[config.mk]
export PLATFORM = sky130hd
export DESIGN_NAME = airbrake_flight_sequencer
export DESIGN_NICKNAME = d
export VERILOG_FILES = /design/src/rtl/abf_pkg.sv /design/src/rtl/airbrake_flight_sequencer.sv
export VERILOG_INCLUDE_DIRS = /design/src /design/src/rtl
export SDC_FILE = /design/constraint.sdc
export NUM_CORES = 1
export LEC_CHECK = 0
export ABC_CLOCK_PERIOD_IN_PS = 4160
export BUFFER_PORTS_ARGS = -buffer_cell sky130_fd_sc_hd__buf_2
export CAP_MARGIN = 20
export CORE_AREA = 2 2 155 157
export CTS_BUF_LIST = sky130_fd_sc_hd__clkbuf_16
export DETAILED_ROUTE_END_ITERATION = 16
export DIE_AREA = 0 0 157 159
export PLACE_DENSITY = 0.78
export SLEW_MARGIN = 30
export SYNTH_ARGS = -nofsm -noshare
export SYNTH_HDL_FRONTEND = slang
export SYNTH_SLANG_ARGS = --single-unit
[constraint.sdc]
create_clock -name clk -period 4.16 [get_ports clk]
set_input_delay 0.624 -clock clk [delete_from_list [all_inputs] [get_ports clk]]
set_output_delay 0.624 -clock clk [all_outputs]
set_load 0.01 [all_outputs]
[src/rtl/airbrake_flight_sequencer_assert.svh]
// Assertion macros for the air-brake flight sequencer.
// Needs a clk and an active-low rst_n in the including scope.
`ifndef AIRBRAKE_FLIGHT_SEQUENCER_ASSERT_SVH
`define AIRBRAKE_FLIGHT_SEQUENCER_ASSERT_SVH

// same-cycle implication
`define ABF_ASSERT_NOW(label, ante, cons, msg) \
    label: assert property (@(posedge clk) disable iff (!rst_n) (ante) |-> (cons)) \
        else $error(msg);

// next-cycle implication
`define ABF_ASSERT_NEXT(label, ante, cons, msg) \
    label: assert property (@(posedge clk) disable iff (!rst_n) (ante) |=> (cons)) \
        else $error(msg);

`endif

[src/rtl/abf_pkg.sv]
// Shared types and constants for the air-brake flight sequencer.
// No dependencies.
package abf_pkg;

    localparam int TIME_BITS_DEF = 32;
    localparam int NOW_W         = 32;
    localparam int ACCEL_W       = 16;
    localparam int CFG_W         = 16;
    localparam int CYC_W         = 8;
    localparam int IDX_W         = 3;

    typedef enum logic [2:0] {
        PH_READY = 3'd0,
        PH_MOTOR = 3'd1,
        PH_OPEN  = 3'd2,
        PH_CLOSE = 3'd3,
        PH_END   = 3'd4
    } phase_t;

    typedef enum logic [2:0] {
        EV_NONE   = 3'd0,
        EV_MOTOR  = 3'd1,
        EV_FALSE  = 3'd2,
        EV_OPEN   = 3'd3,
        EV_CLOSE  = 3'd4,
        EV_SAFETY = 3'd5
    } event_t;

    // register indexes on the config port
    localparam logic [IDX_W-1:0] REG_ACCEL_THRESHOLD = 3'd0;
    localparam logic [IDX_W-1:0] REG_FALSE_START_MS  = 3'd1;
    localparam logic [IDX_W-1:0] REG_BURN_MS         = 3'd2;
    localparam logic [IDX_W-1:0] REG_OPEN_MS         = 3'd3;
    localparam logic [IDX_W-1:0] REG_CLOSE_MS        = 3'd4;
    localparam logic [IDX_W-1:0] REG_SAFETY_MS       = 3'd5;
    localparam logic [IDX_W-1:0] REG_MAX_CYCLES      = 3'd6;

    // register reset values
    localparam logic [CFG_W-1:0] RST_ACCEL_THRESHOLD = 16'd16384;
    localparam logic [CFG_W-1:0] RST_FALSE_START_MS  = 16'd500;
    localparam logic [CFG_W-1:0] RST_BURN_MS         = 16'd2500;
    localparam logic [CFG_W-1:0] RST_OPEN_MS         = 16'd800;
    localparam logic [CFG_W-1:0] RST_CLOSE_MS        = 16'd800;
    localparam logic [CFG_W-1:0] RST_SAFETY_MS       = 16'd1000;
    localparam logic [CYC_W-1:0] RST_MAX_CYCLES      = 8'd3;

endpackage

[src/rtl/airbrake_flight_sequencer.sv]
// An input beat passes the input register, then the result register, to become its result beat.
// Throughput: one tick per cycle unless the output stalls; the phase update is a single
//   compare-and-select pass between the input and result registers; state updates with the result.
// Reset (rst_n, async, low): phase ready, start time 0, cycle count 0, brakes retracted,
//   config registers at their defaults, both pipeline registers empty.
module airbrake_flight_sequencer #(
    parameter int TIME_BITS = abf_pkg::TIME_BITS_DEF
) (
    input  logic                      clk,
    input  logic                      rst_n,
    // input tick: [31:0] now_ms, [47:32] accel_sample (signed)
    input  logic                      s_axis_tvalid,
    output logic                      s_axis_tready,
    input  logic [47:0]               s_axis_tdata,
    // result: [2:0] phase, [3] brake_drive, [6:4] event_code, [7] zero
    output logic                      m_axis_tvalid,
    input  logic                      m_axis_tready,
    output logic [7:0]                m_axis_tdata,
    // register write channel
    input  logic                      cfg_valid,
    output logic                      cfg_ready,
    input  logic [abf_pkg::IDX_W-1:0] cfg_index,
    input  logic [abf_pkg::CFG_W-1:0] cfg_data
);
    import abf_pkg::*;

    `include "airbrake_flight_sequencer_assert.svh"

    // ------------------------------------------------------------------
    // Config registers, always ready; the user must write them only while idle (not enforced here).
    // ------------------------------------------------------------------
    logic [CFG_W-1:0] accel_threshold_reg;
    logic [CFG_W-1:0] false_start_ms_reg;
    logic [CFG_W-1:0] burn_ms_reg;
    logic [CFG_W-1:0] open_ms_reg;
    logic [CFG_W-1:0] close_ms_reg;
    logic [CFG_W-1:0] safety_ms_reg;
    logic [CYC_W-1:0] max_cycles_reg;

    assign cfg_ready = 1'b1;

    always_ff @(posedge clk or negedge rst_n)
    begin
        if (!rst_n)
        begin
            accel_threshold_reg <= RST_ACCEL_THRESHOLD;
            false_start_ms_reg  <= RST_FALSE_START_MS;
            burn_ms_reg         <= RST_BURN_MS;
            open_ms_reg         <= RST_OPEN_MS;
            close_ms_reg        <= RST_CLOSE_MS;
            safety_ms_reg       <= RST_SAFETY_MS;
            max_cycles_reg      <= RST_MAX_CYCLES;
        end
        else if (cfg_valid && cfg_ready)
        begin
            case (cfg_index)
                REG_ACCEL_THRESHOLD: accel_threshold_reg <= cfg_data;
                REG_FALSE_START_MS:  false_start_ms_reg  <= cfg_data;
                REG_BURN_MS:         burn_ms_reg         <= cfg_data;
                REG_OPEN_MS:         open_ms_reg         <= cfg_data;
                REG_CLOSE_MS:        close_ms_reg        <= cfg_data;
                REG_SAFETY_MS:       safety_ms_reg       <= cfg_data;
                REG_MAX_CYCLES:      max_cycles_reg      <= cfg_data[CYC_W-1:0];
                default:             ;   // unmapped index: dropped
            endcase
        end
    end

    // ------------------------------------------------------------------
    // Input register. Time is held at TIME_BITS: truncated or zero-extended.
    // ------------------------------------------------------------------
    logic                 in_valid_reg;
    logic [TIME_BITS-1:0] in_now_reg;
    logic [ACCEL_W-1:0]   in_accel_reg;
    logic [TIME_BITS-1:0] now_t;
    logic                 advance;
    logic                 out_valid_reg;
    logic [7:0]           out_data_reg;

    generate
        if (TIME_BITS <= NOW_W)
        begin : g_now_trunc
            assign now_t = s_axis_tdata[TIME_BITS-1:0];
        end
        else
        begin : g_now_ext
            assign now_t = {{(TIME_BITS-NOW_W){1'b0}}, s_axis_tdata[NOW_W-1:0]};
        end
    endgenerate

    // the tick in the input register moves on when the result slot is free
    assign advance       = in_valid_reg && (!out_valid_reg || m_axis_tready);
    assign s_axis_tready = !in_valid_reg || advance;

    always_ff @(posedge clk or negedge rst_n)
    begin
        if (!rst_n)
        begin
            in_valid_reg <= 1'b0;
        end
        else if (s_axis_tready)
        begin
            in_valid_reg <= s_axis_tvalid;
        end
    end

    always_ff @(posedge clk)
    begin
        if (s_axis_tvalid && s_axis_tready)
        begin
            in_now_reg   <= now_t;
            in_accel_reg <= s_axis_tdata[NOW_W +: ACCEL_W];
        end
    end

    // ------------------------------------------------------------------
    // Sequencer state and the single decision pass
    // ------------------------------------------------------------------
    phase_t               phase_reg, phase_next;
    logic [TIME_BITS-1:0] start_reg, start_next;
    logic [CYC_W-1:0]     cycle_count_reg, cycle_count_next;
    logic                 brake_level_reg, brake_level_next;
    event_t               event_code;

    logic [ACCEL_W:0]     mag;       // 17 bits: -32768 gives 32768
    logic [TIME_BITS-1:0] elapsed;   // wraps mod 2^TIME_BITS
    logic                 mag_above, mag_below;
    logic                 t_false, t_burn, t_open, t_close, t_safety;
    logic                 cycles_left;

    always_comb
    begin
        if (in_accel_reg[ACCEL_W-1])
            mag = {1'b1, {ACCEL_W{1'b0}}} - {1'b0, in_accel_reg};
        else
            mag = {1'b0, in_accel_reg};
    end

    assign elapsed     = in_now_reg - start_reg;
    assign mag_above   = mag > {1'b0, accel_threshold_reg};
    assign mag_below   = mag < {1'b0, accel_threshold_reg};
    assign t_false     = elapsed < {{(TIME_BITS-CFG_W){1'b0}}, false_start_ms_reg};
    assign t_burn      = elapsed > {{(TIME_BITS-CFG_W){1'b0}}, burn_ms_reg};
    assign t_open      = elapsed > {{(TIME_BITS-CFG_W){1'b0}}, open_ms_reg};
    assign t_close     = elapsed > {{(TIME_BITS-CFG_W){1'b0}}, close_ms_reg};
    assign t_safety    = elapsed > {{(TIME_BITS-CFG_W){1'b0}}, safety_ms_reg};
    assign cycles_left = cycle_count_reg < max_cycles_reg;

    // next phase
    always_comb
    begin
        phase_next = phase_reg;
        case (phase_reg)
            PH_READY:
                if (mag_above)
                    phase_next = PH_MOTOR;
            PH_MOTOR:
                if (mag_below && t_false)
                    phase_next = PH_READY;
                else if (t_burn)
                    phase_next = PH_OPEN;
            PH_OPEN:
                if (t_open && cycles_left)
                    phase_next = PH_CLOSE;
                else if (t_safety)
                    phase_next = PH_END;
            PH_CLOSE:
                if (t_close)
                    phase_next = PH_OPEN;
            default:
                phase_next = PH_END;
        endcase
    end

    // event, timer restart, cycle count and brake level
    always_comb
    begin
        event_code       = EV_NONE;
        start_next       = start_reg;
        cycle_count_next = cycle_count_reg;
        brake_level_next = brake_level_reg;
        case (phase_reg)
            PH_READY:
                if (mag_above)
                begin
                    event_code = EV_MOTOR;
                    start_next = in_now_reg;
                end
            PH_MOTOR:
                if (mag_below && t_false)
                begin
                    event_code = EV_FALSE;   // start time and count kept
                end
                else if (t_burn)
                begin
                    event_code = EV_OPEN;
                    start_next = in_now_reg;
                end
            PH_OPEN:
            begin
                brake_level_next = 1'b1;
                if (t_open && cycles_left)
                begin
                    event_code       = EV_CLOSE;
                    start_next       = in_now_reg;
                    cycle_count_next = cycle_count_reg + CYC_W'(1);
                end
                else if (t_safety)
                begin
                    event_code = EV_SAFETY;
                end
            end
            PH_CLOSE:
            begin
                brake_level_next = 1'b0;
                if (t_close)
                begin
                    event_code = EV_OPEN;
                    start_next = in_now_reg;
                end
            end
            default:
                ;   // end: everything held
        endcase
    end

    always_ff @(posedge clk or negedge rst_n)
    begin
        if (!rst_n)
        begin
            phase_reg       <= PH_READY;
            start_reg       <= '0;
            cycle_count_reg <= '0;
            brake_level_reg <= 1'b0;
        end
        else if (advance)
        begin
            phase_reg       <= phase_next;
            start_reg       <= start_next;
            cycle_count_reg <= cycle_count_next;
            brake_level_reg <= brake_level_next;
        end
    end

    // ------------------------------------------------------------------
    // Result register
    // ------------------------------------------------------------------
    always_ff @(posedge clk or negedge rst_n)
    begin
        if (!rst_n)
        begin
            out_valid_reg <= 1'b0;
        end
        else if (advance)
        begin
            out_valid_reg <= 1'b1;
        end
        else if (m_axis_tready)
        begin
            out_valid_reg <= 1'b0;
        end
    end

    always_ff @(posedge clk)
    begin
        if (advance)
        begin
            out_data_reg <= {1'b0, event_code, brake_level_next, phase_next};
        end
    end

    assign m_axis_tvalid = out_valid_reg;
    assign m_axis_tdata  = out_data_reg;

    // ------------------------------------------------------------------
    // Assertions
    // ------------------------------------------------------------------
    `ABF_ASSERT_NEXT(a_end_final, phase_reg == PH_END, phase_reg == PH_END,
        "end phase left without reset")
    `ABF_ASSERT_NOW(a_count_step, !$stable(cycle_count_reg),
        cycle_count_reg == $past(cycle_count_reg) + 8'd1, "cycle count moved by other than one")
    `ABF_ASSERT_NEXT(a_open_drives, advance && phase_reg == PH_OPEN, brake_level_reg,
        "open tick left brakes retracted")
    `ABF_ASSERT_NOW(a_ready_when_empty, !out_valid_reg, s_axis_tready,
        "input stalled with empty result slot")

endmodule

* After elaboration in Yosys (flattened, before gate mapping)
Cells that the tools add are included.
Widths: inputs -> output; s select.
** Cells by class
- $add $sub $neg :: 3
- Magnitude comparators :: 8
- Equality and inequality tests :: 14
- Muxes and demuxes :: 24
- Reduce and logical (&&, ||, !) cells :: 21
** Operators by type and width (count)
- $mux 32 :: 5
- $gt 32x16->1 :: 4
- $pmux 32 s4 :: 1
- $lt 32x16->1 :: 1
- $sub 32x32->32 :: 1
- $mux 3 :: 8
- $pmux 3 s4 :: 2
- $gt 17x16->1 :: 1
- $lt 17x16->1 :: 1
- $mux 17 :: 1
- $sub 17x16->17 const A :: 1
- $reduce_and 2->1 :: 7
- $eq 3x2->1 const B :: 4
- $ne 2x2->1 const B :: 5
- $eq 3x3->1 const B :: 3
- $add 8x1->8 const B :: 1
- $lt 8x8->1 :: 1
- $reduce_and 7->1 :: 1
- $eq 3x1->1 const B :: 2
- $logic_not 3->1 :: 2
- $mux 2 :: 3
- $logic_and 1x1->1 :: 4
- $reduce_bool 4->1 :: 1
- $mux 1 :: 3
- 5 further kinds :: 7
** Word-level totals
- Bits in registers :: 205
- Input bits :: 72
- Output and inout port bits :: 11
- Logic and storage cells :: 86

* Longest topological paths before layout
- Depth after elaboration :: 6
- Mapped depth :: 22
- Mapped depth without buffers :: 21

* Least setup slack after synthesis
Ideal clock, no wire load.
- Path type :: register to register
- Start :: register in_now_reg[0]
- End :: register start_reg[10]
- Setup time :: 0.125 ns
- Arrival :: 4.148 ns
- Required time :: 4.035 ns
- Path slack :: -0.113 ns
- Stages on the path, launching flop included :: 23
- Buffers on the path :: 1
- Period minus slack after synthesis :: 4.273 ns
- Cells stage by stage :: edfxtp_1 > inv_1 > ha_1 > fa_1 > nor2b_1 > o211ai_2 > nand2_1 > a21o_1 > a31oi_1 > o21ai_0 > xor2_1 > ha_1 > or3_1 > o21ai_0 > a21oi_1 > a31oi_1 > o22ai_1 > nor2b_1 > nor3b_1 > a311oi_1 > o21a_2 > buf_6 > mux2_4
** On the way
- Cells in the longest elaborated chain, start to end :: 5
- Elaborated cells on any way between the ends :: 12
- Classes of those cells :: add/sub: 1; order compare: 4; eq/ne: 4; reduce/logical: 3
** Ends and longest elaborated chain
- from (decl) :: line airbrake_flight_sequencer.sv:73 : logic [TIME_BITS-1:0] in_now_reg;
- from (signal assigned) :: line airbrake_flight_sequencer.sv:111 : in_now_reg <= now_t;
- $sub 32x32->32 * :: line airbrake_flight_sequencer.sv:139 : assign elapsed = in_now_reg - start_reg;
- $gt 32x16->1 / $lt 32x16->1 (equally long branches) :: line airbrake_flight_sequencer.sv:144, airbrake_flight_sequencer.sv:142
- $logic_and 1x1->1 (on tied branches) :: line airbrake_flight_sequencer.sv:202, airbrake_flight_sequencer.sv:190
- $ne 2x2->1 (no line)
- $reduce_and 7->1 (no line) *
- to (signal assigned) :: line airbrake_flight_sequencer.sv:239 : start_reg <= start_next;
- to (decl) :: line airbrake_flight_sequencer.sv:120 : logic [TIME_BITS-1:0] start_reg, start_next;
Mark *: on every way between the ends. The rest lies on a longest branch, timed or not.
A chain may end at the register's enable or synchronous reset.

* Final worst setup path
- Start :: register in_now_reg[2]
- End :: register start_reg[23]
The elaborated chain is that of the path after synthesis.

==> results.md <==
* Outcome: finished with violations
* Failing checks: setup timing
* Row count at 56
* Worst ir drop on vdd at around 0.48 mV
* Hold Buf Count CTS at 0
* P_leak at 7.06 nW
* Placed cell area at between 0.01 and 0.015 mm^2
* GR Util met3 at roughly 4.1%
* H-tree Lvls at 1
* Routed Wire Length at about 31,000 um
* Post-route setup slack at -291 ps
* Total Power at about 0.012 W
* Detailed-router iteration count before antenna repair at 6
* Post-synthesis async set-or-reset flop share at approximately three quarters
* Max_slew headroom at around 34%
* Root buf cell: clkbuf_16
* Worst hold-check path type: in2async
* Worst Setup Path Type: reg2reg
* Worst Path Arrival at around 4800 ps
* DRT iter0 DRCs at approximately 760
* Synthesized Nets at roughly 1,500
* Util after Layout at around two thirds
* DR DRC count at 0
* Initial antenna violation count at 0
* CTS sink count at 205
* CP max-delay cell: edfxtp_1
* # IOs at 83
* Synthesis-stage register bit count at 205
* Core area at 0.0232 mm^2
* Setup TNS at -8650 ps
* Final Instance Area at 0.0153 mm^2
* Area Growth Syn to Fin at 19.3%
* Vias/cell at between 5 and 6
* Final antenna-violating net count at 0
* Max clock buf depth at 3
* Total CTS buffers at 23
* GPL Wtd Cong at roughly 0.95
* Ys Warns at 0
* Final setup viols at 36
* CP Cell Sequence: ha_1 -> o211ai_1 -> a21oi_2 -> buf_4 -> o21ai_0 -> nand2_1 -> xor2_2 -> buf_4 -> buf_4 -> ha_1 -> a21o_1 -> a21o_1 -> a21oi_1 -> o21ai_0 -> nand3_1 -> a31oi_4 -> nor3b_2 -> a311oi_2 -> o21a_2 -> buf_6 -> buf_12 -> mux2_4
* Final Slew Violations at 0
* Largest net degree at the start of global routing at 93
* Syn avg cell area at approximately 10 um^2
* Fill cells at approximately 1,800
* CP required at 4550 ps
* EDFF count, synth at between 50 and 60
* Worst-path clk slew at about 60 ps
* Final min period at 4450 ps
* Pwr Density at about 800 mW/mm^2
* Clock latency on the worst-skew pair at between 500 and 600 ps
* Crit share post-route at 107%
* Most used cell, CP: buf_4
* Hold violation total from the final report at 0
* Ratio of cells with drive above 1 in the final layout at around a quarter
* Top FF cell, synth: dfrtp_1
* RSZ-0062 raised after global routing: true
* Sequential area share after synthesis at a little over two fifths
* Synth Cell Area at approximately 0.013 mm^2
* Max_cap viols at 0
* GR Util met2 at approximately two fifths
* Synth cell types at 75
* Die X at around 160 um
* Global-route wire length before repair at between 50,000 and 60,000 um
* Startpoint Class: flop
* PortBufs at 80
* Max stage delay on crit path at ~400 ps
* Chip height at roughly 160 um
* Vias at 10,039
* Fin nets at between 1,500 and 2,000
* Placed insts at approximately 1,700
* Die Area at 0.0250 mm^2
* Post-Route Skew at 14.5 ps
* Hpwl dp at 22,500 um
* Wirelength per Cell at 17.5 um
* Most Crowded Layer GR: met2
* # diodes at 0
* Critical path fanouts, max at 6
* CTS tree: done
* Vias in the first global route at a little over 10,000
* Total Routing Usage GR at about a quarter
* Initial Util at a little under three fifths
* CP Capture Type: flop
* Setup slack, reg-to-reg at -290 ps
* Final Non-Filler Cells at 1,772
* FMAX at between 0.2 and 0.25 GHz
* GRT Residual Overflow at 0
* Met1 Track Usage GR at 35.3%
* Cell count after synthesis at ~1,300
* Slew @ Worst Pin at roughly 1000 ps
## what timing repair did
action	4_1_cts	5_1_grt
cloned	3	0
setup endpoints to repair	43	49
pin swaps	20	8
buffers inserted	6	5
gates resized for setup	26	23
## cells in the final DEF, fill, tap and decap left out, types with 15 or more instances in the layout
master and instances:
nand4_1 30, xnor2_1 27, nor2b_1 15, dfstp_2 26
nand2_1 124, buf_2 79, nand2b_1 18, mux2_2 47
nor2_1 34, mux2_4 29, a21oi_1 57, nor3_1 17
o21ai_0 93, edfxtp_1 55, buf_4 99, a21o_1 38
inv_1 148, dfrtp_1 124, ha_1 129, clkbuf_16 23
## kinds of logic after synthesis
| family | synth area share [%] |
|---|---|
| buffers and inverters | 5.82 |
| other | 0.0587 |
| AO/OA/AOI/OAI | 14.9 |
| AND/OR/NAND/NOR | 12.5 |
| adder cells (fa/ha/maj) | 13.4 |
| XOR/XNOR | 2.88 |
| flip-flops | 42.5 |
| multiplexers | 7.87 |
## cell type report
| cell class | instances | area, um^2 | share of cell area [%] |
|---|---|---|---|
| clock buffer | 23 | 576 | 3.77 |
| tap | 319 | 399 | 2.62 |
| sequential | 205 | 5440 | 35.6 |
| clock inverter | 19 | 85.1 | 0.558 |
| multi-input combinational | 875 | 6870 | 45.0 |
| timing repair buffer | 190 | 1360 | 8.91 |
| inverter | 141 | 529 | 3.47 |
## path summary, 6_finish.rpt
| path | start | end | cells past startpoint |
|---|---|---|---|
| hold / removal | rst_n | cycle_count_reg[7] | 1 |
| min in group clk | s_axis_tdata[7] | in_now_reg[7] | 1 |
| setup reg to reg | in_now_reg[2] | start_reg[23] | 22 |
| hold reg to reg | cycle_count_reg[7] | cycle_count_reg[7] | 1 |
| setup / recovery | in_now_reg[2] | start_reg[23] | 22 |
| max in group asynchronous | rst_n | start_reg[2] | 3 |
## metrics by stage
step                      hold slack [ps]  setup slack (ps)
after floorplan                       328              45.6
after global placement                467              -115
after detailed placement              477              -313
after CTS                             228              -145
after global routing                 21.2              -473
final                                6.82              -291
## synthesized netlist by cell type (3+ instances only)
| cell type | instances | area (um^2) |
|---|---|---|
| nand4b_1 | 4 | 35.0 |
| o21ai_1 | 5 | 25.0 |
| nor2_1 | 36 | 135 |
| o211ai_1 | 14 | 105 |
| a31oi_1 | 11 | 68.8 |
| nand3_1 | 14 | 70.1 |
| a211oi_1 | 6 | 45.0 |
| clkbuf_1 | 23 | 86.3 |
| a211oi_2 | 3 | 37.5 |
| o21a_1 | 11 | 82.6 |
| buf_6 | 5 | 56.3 |
| buf_2 | 9 | 45.0 |
| nand3b_1 | 3 | 22.5 |
| nor4_1 | 6 | 37.5 |
| and2_1 | 5 | 31.3 |
| nand2_1 | 124 | 465 |
| mux2i_1 | 3 | 30.0 |
| o22ai_1 | 4 | 25.0 |
| or3_1 | 6 | 37.5 |
| nand2b_1 | 18 | 113 |
| o41ai_1 | 3 | 26.3 |
| a21oi_2 | 8 | 70.1 |
| mux2_4 | 29 | 435 |
| a21o_1 | 38 | 285 |
| a211o_1 | 5 | 43.8 |
| nor3_1 | 20 | 100 |
| mux2_2 | 47 | 529 |
| nor2b_1 | 18 | 113 |
| xnor2_1 | 32 | 280 |
| dfstp_2 | 26 | 683 |
| and4_1 | 9 | 78.8 |
| or4_1 | 3 | 22.5 |
| buf_4 | 3 | 22.5 |
| dfrtp_1 | 124 | 3100 |
| inv_1 | 140 | 526 |
| a21oi_1 | 61 | 305 |
| edfxtp_1 | 55 | 1650 |
| o21ai_0 | 100 | 500 |
| nor3b_1 | 7 | 52.6 |
| nand4_1 | 30 | 188 |
| xor2_1 | 10 | 87.6 |
| ha_1 | 135 | 1690 |
| and3_1 | 5 | 31.3 |
| o31ai_1 | 6 | 45.0 |
## power by group
group,switching [W],internal (W),leakage (nW)
Clock,0.000801,0.00100,0.354
Combinational,0.00403,0.00357,4.41
Sequential,0.000281,0.00260,2.30
Total,0.00511,0.00717,7.06
## layer usage
layer  vias up  share of wire, %  wire length (um)
li1       4830                 -                 -
met1      4819                45             13900
met2       323                46             14200
met3        67               6.5              2030
met4         0               3.0               920
met5         -                 0                 0
## critical path: cells and delay by family, from the launching register on
kind            cells  cell delay (ps)
compound gates     10             1570
xor+xnor            1              170
fa+ha+maj           2              640
buf+inv             5              720
flops               1              400
mux                 1              300
simple gates        3              530
(Power assumes the default switching activity.)
